$ cat src/rtl/stereo_linear_resampler_macros.svh
// ----------------------------------------------------------------------------
// Stereo linear resampler assertion macros
// Concurrent assertion wrappers, empty when SYNTHESIS is defined.
// ----------------------------------------------------------------------------
`ifndef STEREO_LINEAR_RESAMPLER_MACROS_SVH
`define STEREO_LINEAR_RESAMPLER_MACROS_SVH

`ifndef SYNTHESIS
`define SLR_ASSERT_SAME(label, clk, rst_n, ante, cons, msg) \
    label: assert property (@(posedge clk) disable iff (!rst_n) (ante) |-> (cons)) \
        else $error(msg);
`define SLR_ASSERT_NEXT(label, clk, rst_n, ante, cons, msg) \
    label: assert property (@(posedge clk) disable iff (!rst_n) (ante) |=> (cons)) \
        else $error(msg);
`else
`define SLR_ASSERT_SAME(label, clk, rst_n, ante, cons, msg)
`define SLR_ASSERT_NEXT(label, clk, rst_n, ante, cons, msg)
`endif

`endif

$ cat src/rtl/slr_pkg.sv
// ----------------------------------------------------------------------------
// Stereo linear resampler package
// Shared widths, defaults and controller/datapath interface types.
// ----------------------------------------------------------------------------
`timescale 1ns / 1ps

package slr_pkg;

    localparam int SAMPLE_W              = 32;
    localparam int RATIO_W               = 21;
    localparam int BLOCK_OUT_W           = 13;
    localparam int MAX_PER_STEP          = 64;
    localparam int CNT_W                 = 7;
    localparam int DEF_MAX_BLOCK_OUTPUTS = 4096;
    localparam int FRAC_BITS             = 16;

    typedef struct packed {
        logic load;
        logic issue;
        logic last;
    } cmd_t;

    typedef struct packed {
        logic advance;
        logic pipe_empty;
    } status_t;

endpackage

$ cat src/rtl/slr_ctrl.sv
// ----------------------------------------------------------------------------
// Stereo linear resampler controller
// Position accumulator, output budget and issue sequencing per source frame.
// ----------------------------------------------------------------------------
`timescale 1ns / 1ps

module slr_ctrl #(
    parameter int MAX_BLOCK_OUTPUTS = slr_pkg::DEF_MAX_BLOCK_OUTPUTS
) (
    input  logic                            clk,
    input  logic                            rst_n,
    input  logic                            in_valid,
    output logic                            in_ready,
    input  logic                            block_start,
    input  logic [slr_pkg::BLOCK_OUT_W-1:0] block_outputs,
    input  logic                            cfg_wen,
    input  logic [slr_pkg::RATIO_W-1:0]     cfg_wdata,
    input  slr_pkg::status_t                status,
    output slr_pkg::cmd_t                   cmd,
    output logic [slr_pkg::FRAC_BITS:0]     frac
);
    import slr_pkg::*;

    localparam int POS_W = FRAC_BITS + 6;
    localparam int WIDE  = (POS_W > RATIO_W) ? POS_W : RATIO_W;
    localparam int OL_W  = $clog2(MAX_BLOCK_OUTPUTS + 1);
    localparam int NW    = (OL_W > BLOCK_OUT_W) ? OL_W : BLOCK_OUT_W;

    localparam logic [POS_W-1:0] ONE      = POS_W'(1) << FRAC_BITS;
    localparam logic [WIDE-1:0]  RMIN     = WIDE'(1) << (FRAC_BITS - 6);
    localparam logic [WIDE-1:0]  RMAX     = WIDE'(16) << FRAC_BITS;
    localparam logic [WIDE-1:0]  RRESET   = WIDE'(1) << FRAC_BITS;
    localparam logic [NW-1:0]    NMAX     = NW'(MAX_BLOCK_OUTPUTS);
    localparam logic [CNT_W-1:0] CNT_MAX  = CNT_W'(MAX_PER_STEP);
    localparam logic [CNT_W-1:0] CNT_LAST = CNT_W'(MAX_PER_STEP - 1);

    typedef enum logic [1:0] {
        ST_IDLE = 2'b01,
        ST_RUN  = 2'b10
    } state_t;

    state_t             state_reg, state_next;
    logic [RATIO_W-1:0] ratio_reg;
    logic [POS_W-1:0]   pos_reg, pos_next;
    logic [OL_W-1:0]    ol_reg, ol_next;
    logic [CNT_W-1:0]   cnt_reg, cnt_next;

    logic [WIDE-1:0]    ratio_wide;
    logic [WIDE-1:0]    step_wide;
    logic [POS_W-1:0]   step;
    logic [POS_W-1:0]   pos_adv;
    logic [NW-1:0]      n_ext;
    logic [NW-1:0]      n_sat;
    logic               more;
    logic               more_after;

    function automatic logic [POS_W-1:0] wrap_pos(input logic [POS_W-1:0] p);
        wrap_pos = (p > ONE) ? (p - ONE) : '0;
    endfunction

    always_comb
    begin
        ratio_wide = WIDE'(ratio_reg);
        if (ratio_wide < RMIN)
        begin
            step_wide = RMIN;
        end
        else if (ratio_wide > RMAX)
        begin
            step_wide = RMAX;
        end
        else
        begin
            step_wide = ratio_wide;
        end
        step = step_wide[POS_W-1:0];
    end

    assign pos_adv    = pos_reg + step;
    assign n_ext      = NW'(block_outputs);
    assign n_sat      = (n_ext > NMAX) ? NMAX : n_ext;
    assign more       = (ol_reg != '0) && (pos_reg <= ONE) && (cnt_reg < CNT_MAX);
    assign more_after = (ol_reg != OL_W'(1)) && (pos_adv <= ONE) && (cnt_reg != CNT_LAST);

    assign in_ready = (state_reg == ST_IDLE);
    assign frac     = pos_reg[FRAC_BITS:0];

    always_comb
    begin
        state_next = state_reg;
        pos_next   = pos_reg;
        ol_next    = ol_reg;
        cnt_next   = cnt_reg;
        cmd        = '0;
        unique case (state_reg)
            ST_IDLE:
            begin
                if (in_valid)
                begin
                    cmd.load   = 1'b1;
                    cnt_next   = '0;
                    state_next = ST_RUN;
                    if (block_start)
                    begin
                        ol_next  = n_sat[OL_W-1:0];
                        pos_next = ONE;
                    end
                end
            end
            ST_RUN:
            begin
                if (!more)
                begin
                    pos_next   = wrap_pos(pos_reg);
                    state_next = ST_IDLE;
                end
                else if (status.advance)
                begin
                    cmd.issue = 1'b1;
                    cmd.last  = !more_after;
                    ol_next   = ol_reg - OL_W'(1);
                    cnt_next  = cnt_reg + CNT_W'(1);
                    if (more_after)
                    begin
                        pos_next = pos_adv;
                    end
                    else
                    begin
                        pos_next   = wrap_pos(pos_adv);
                        state_next = ST_IDLE;
                    end
                end
            end
            default:
            begin
                state_next = ST_IDLE;
            end
        endcase
    end

    always_ff @(posedge clk or negedge rst_n)
    begin
        if (!rst_n)
        begin
            state_reg <= ST_IDLE;
            ratio_reg <= RRESET[RATIO_W-1:0];
            pos_reg   <= '0;
            ol_reg    <= '0;
            cnt_reg   <= '0;
        end
        else
        begin
            state_reg <= state_next;
            pos_reg   <= pos_next;
            ol_reg    <= ol_next;
            cnt_reg   <= cnt_next;
            if (cfg_wen)
            begin
                ratio_reg <= cfg_wdata;
            end
        end
    end

endmodule

$ cat config.mk
export PLATFORM = sky130hd
export DESIGN_NAME = slr_ctrl
export DESIGN_NICKNAME = d
export VERILOG_FILES = /design/src/rtl/stereo_linear_resampler_macros.svh /design/src/rtl/slr_pkg.sv /design/src/rtl/slr_ctrl.sv
export SDC_FILE = /design/constraint.sdc
export NUM_CORES = 1
export LEC_CHECK = 0
export BUFFER_PORTS_ARGS = -buffer_cell sky130_fd_sc_hd__buf_4
export CORE_UTILIZATION = 60
export DETAILED_ROUTE_END_ITERATION = 12
export GPL_TIMING_DRIVEN = 0
export HOLD_SLACK_MARGIN = 0.06
export PLACE_DENSITY = 0.82
export SLEW_MARGIN = 20
export SYNTH_ARGS = -nofsm -noshare
export SYNTH_HDL_FRONTEND = slang
export SYNTH_SLANG_ARGS = --single-unit
$ cat constraint.sdc
create_clock -name clk -period 9.43 [get_ports clk]
set_clock_uncertainty 0.15 [all_clocks]
set_input_delay 0.943 -clock clk [delete_from_list [all_inputs] [get_ports clk]]
set_output_delay 0.943 -clock clk [all_outputs]
set_load 0.005 [all_outputs]
==> flow_metrics.py <==
metrics = {
    "sta": {
        "timing.final.crit_share_pct": 72.3,
        "tns_ns": 0,
        "timing.final.hold_violations": 0,
        "worst_slew_pin_slew_ns": 0.901,
        "period_minus_slack_ns": 6.81,
        "rsz0062_at_grt": "no",
        "setup_violations": 0,
        "hold_ws_ns": 0.382,
        "drv_slew": 0,
        "max-slew-margin-rel_pct": 39.4,
        "max_freq_mhz": 147,
    },
    "yosys": {
        "synthArstFlopShare_pct": 100,
        "yosysMostFrequentCell": "dfrtp_1",
        "avgSynthCellArea_um2": 8.83,
        "synthesis.nets": 631,
        "synth-seq-cells": 65,
        "ys_warn_count": 0,
        "synth_area_um2": 4950,
        "ys_types": 77,
        "syn_inst": 560,
        "synth_top_area_share_pct": 31.9,
        "netlist_top_cells_count": "dfrtp_1, nor2_1, o21ai_0",
        "synth-edff-count": 0,
        "synthTopCellsByArea": "dfrtp_1, ha_1, mux2_2",
        "ys_seq_area_share_pct": 32.9,
        "synth_top_area_cell": "dfrtp_1",
        "synth_flop_cell": "dfrtp_1",
    },
    "routing": {
        "drc": 0,
        "drt_iter0_drc": 268,
        "via_per_inst": 6.27,
        "routed_wl_um": 12700,
        "dr.pass1.iters": 4,
        "via_count": 4628,
        "ant_nets": 0,
        "routedWlPerCell_um": 17.2,
    },
    "clock_tree": {
        "cts_root_buffer": "clkbuf_8",
        "clk_latency_ns": 0.35,
        "cts.sinks": 65,
        "numCtsBuffers": 9,
        "holdBufCountCts": 0,
        "ctsHtreeMaxLevel": 3,
        "post-cts-setup-buffer-count": 0,
        "ctsResizeCount": 0,
        "cts_buffer_depth": 2,
        "cts_tree": "yes",
        "clkTransAtPathRegs_ns": 0.08,
    },
    "placement": {
        "io_buffers": 60,
        "gp_congestion": 0.916,
        "dp_hpwl_um": 9740,
    },
    "floorplanning": {
        "die_h_um": 92.8,
        "initial_core_util_pct": 63.0,
        "dieArea_um2": 8610,
        "fp-row-count": 32,
        "core_region_area_um2": 7850,
        "die_w_um": 92.8,
        "pin_count": 62,
    },
    "critical_path": {
        "crit_fanout": 10,
        "crit_path_end_kind": "primary output",
        "cp_cell_sequence": "nor4_1, nand3_1, o21ai_0, o21a_1, and2_1, ha_1, inv_1, fa_1, nand2b_1, a21oi_1, o21ai_2, o21ba_2, o311ai_1, xor2_1, nor4_1, a21oi_1, buf_4",
        "setup.worst_path.class": "flop to primary output",
        "cp-start-kind": "flop",
        "max_stage_delay_ns": 0.78,
        "worstPathArrival_ns": 5.72,
        "worst_path_max_delay_cell": "nor4_1",
        "required_ns": 8.34,
    },
    "global_routing": {
        "grt_pass1_vias": 4578,
        "grt_util_met1_pct": 39.1,
        "grtUsageMet3_pct": 5.17,
        "grt_pass1_wl_um": 21300,
        "grt_max_degree": 66,
        "met2_usage_pct": 54.7,
        "busiest_layer": "met2",
        "antenna_found_initial": 0,
        "grt_usage_pct": 31.2,
        "grt_overflow": 0,
    },
    "final_layout": {
        "nets": 702,
        "syn_to_final_growth_pct": 15.3,
        "largest_register_ffs": 22,
        "drive_gt1_share_pct": 21.9,
        "fin_util_pct": 72.7,
        "antenna_cells": 0,
    },
    "min_path": {
        "min_path_type": "flop to flop",
    },
    "power_and_ir_drop": {
        "p_per_area_nw_per_um2": 203,
        "peakVddDrop_mv": 0.0958,
        "leakage_nw": 2.60,
    },
    "run": {
        "cap_violations": 0,
    },
    "run_status": {
        "outcome": "complete, no violations",
    },
}
final timing paths:
kind	endpoint	from	cells after the start	slack, ns
worst max-delay path	cmd[0]	ratio_reg[11]	17	2.62
worst min-delay path	ratio_reg[9]	ratio_reg[9]	1	0.38
worst max register to register	pos_reg[13]	ratio_reg[11]	16	3.53
worst min register to register	ratio_reg[9]	ratio_reg[9]	1	0.38
max in group asynchronous	ratio_reg[19]	rst_n	1	8.05
min in group asynchronous	ol_reg[7]	rst_n	1	0.52
worst max-delay path, delay by kind of cell, from the launching register on:
| family | cells | cell delay, ns |
|---|---|---|
| buffers and inverters | 2 | 0.26 |
| adders and majority gates | 2 | 0.58 |
| xor gates and xnor gates | 1 | 0.22 |
| DFF | 1 | 0.40 |
| AOI/OAI and AO/OA | 7 | 2.18 |
| and+or+nand+nor | 5 | 1.73 |
power breakdown:
group / switching, W / internal, W
logic: 0.000351 / 0.000210
registers: 0.0000482 / 0.000326
clock network: 0.000127 / 0.0000971
total: 0.000526 / 0.000633
stage by stage:
step	instance area [µm²]	worst slack, ns	power, W	instances
4_1_cts	5700	2.63	0.00115	738
2_1_floorplan	4950	4.16	0.000771	560
5_1_grt	5700	2.03	0.00124	738
6_report	5700	2.62	0.00116	738
3_5_place_dp	5520	3.02	0.000926	722
3_3_place_gp	5520	3.12	0.000904	722
area by class of cell:
cell class	count	area, µm²
well taps	102	128
multi-input cells	434	3010
plain buffers	37	213
repair buffers	60	450
clock buffers	9	124
inverters	24	90.1
clock inverters	7	53.8
flip-flops and latches	65	1630
fillers	637	2150
kinds of logic after synthesis:
kind of cell | Yosys count | share of synthesized area (%)
and+or+nand+nor | 184 | 19.4
muxes | 25 | 5.64
AOI/OAI and AO/OA | 176 | 24.8
adders and majority gates | 30 | 7.74
xor gates and xnor gates | 19 | 3.36
DFF | 65 | 32.9
buffers and inverters | 61 | 6.12
layer usage:
metal  wire length (µm)  vias up  share of wire [%]
met4                228        0                1.8
met1               5330     2190                 42
met3                814       23                6.4
met5                  0        -                  0
met2               6310      204                 50
li1                   -     2211                  -
placed cells by master (no fill, tap or decap), drive strengths merged, types with 23 or more instances in the layout:
cell and instances:
inv 25, clkbuf 24, mux2 23, dfrtp 63
ha 29, buf 82, a21oi 40, o21ai 48
nor2 43, nand2 38
Note: power is estimated with default switching activity, not from simulation.
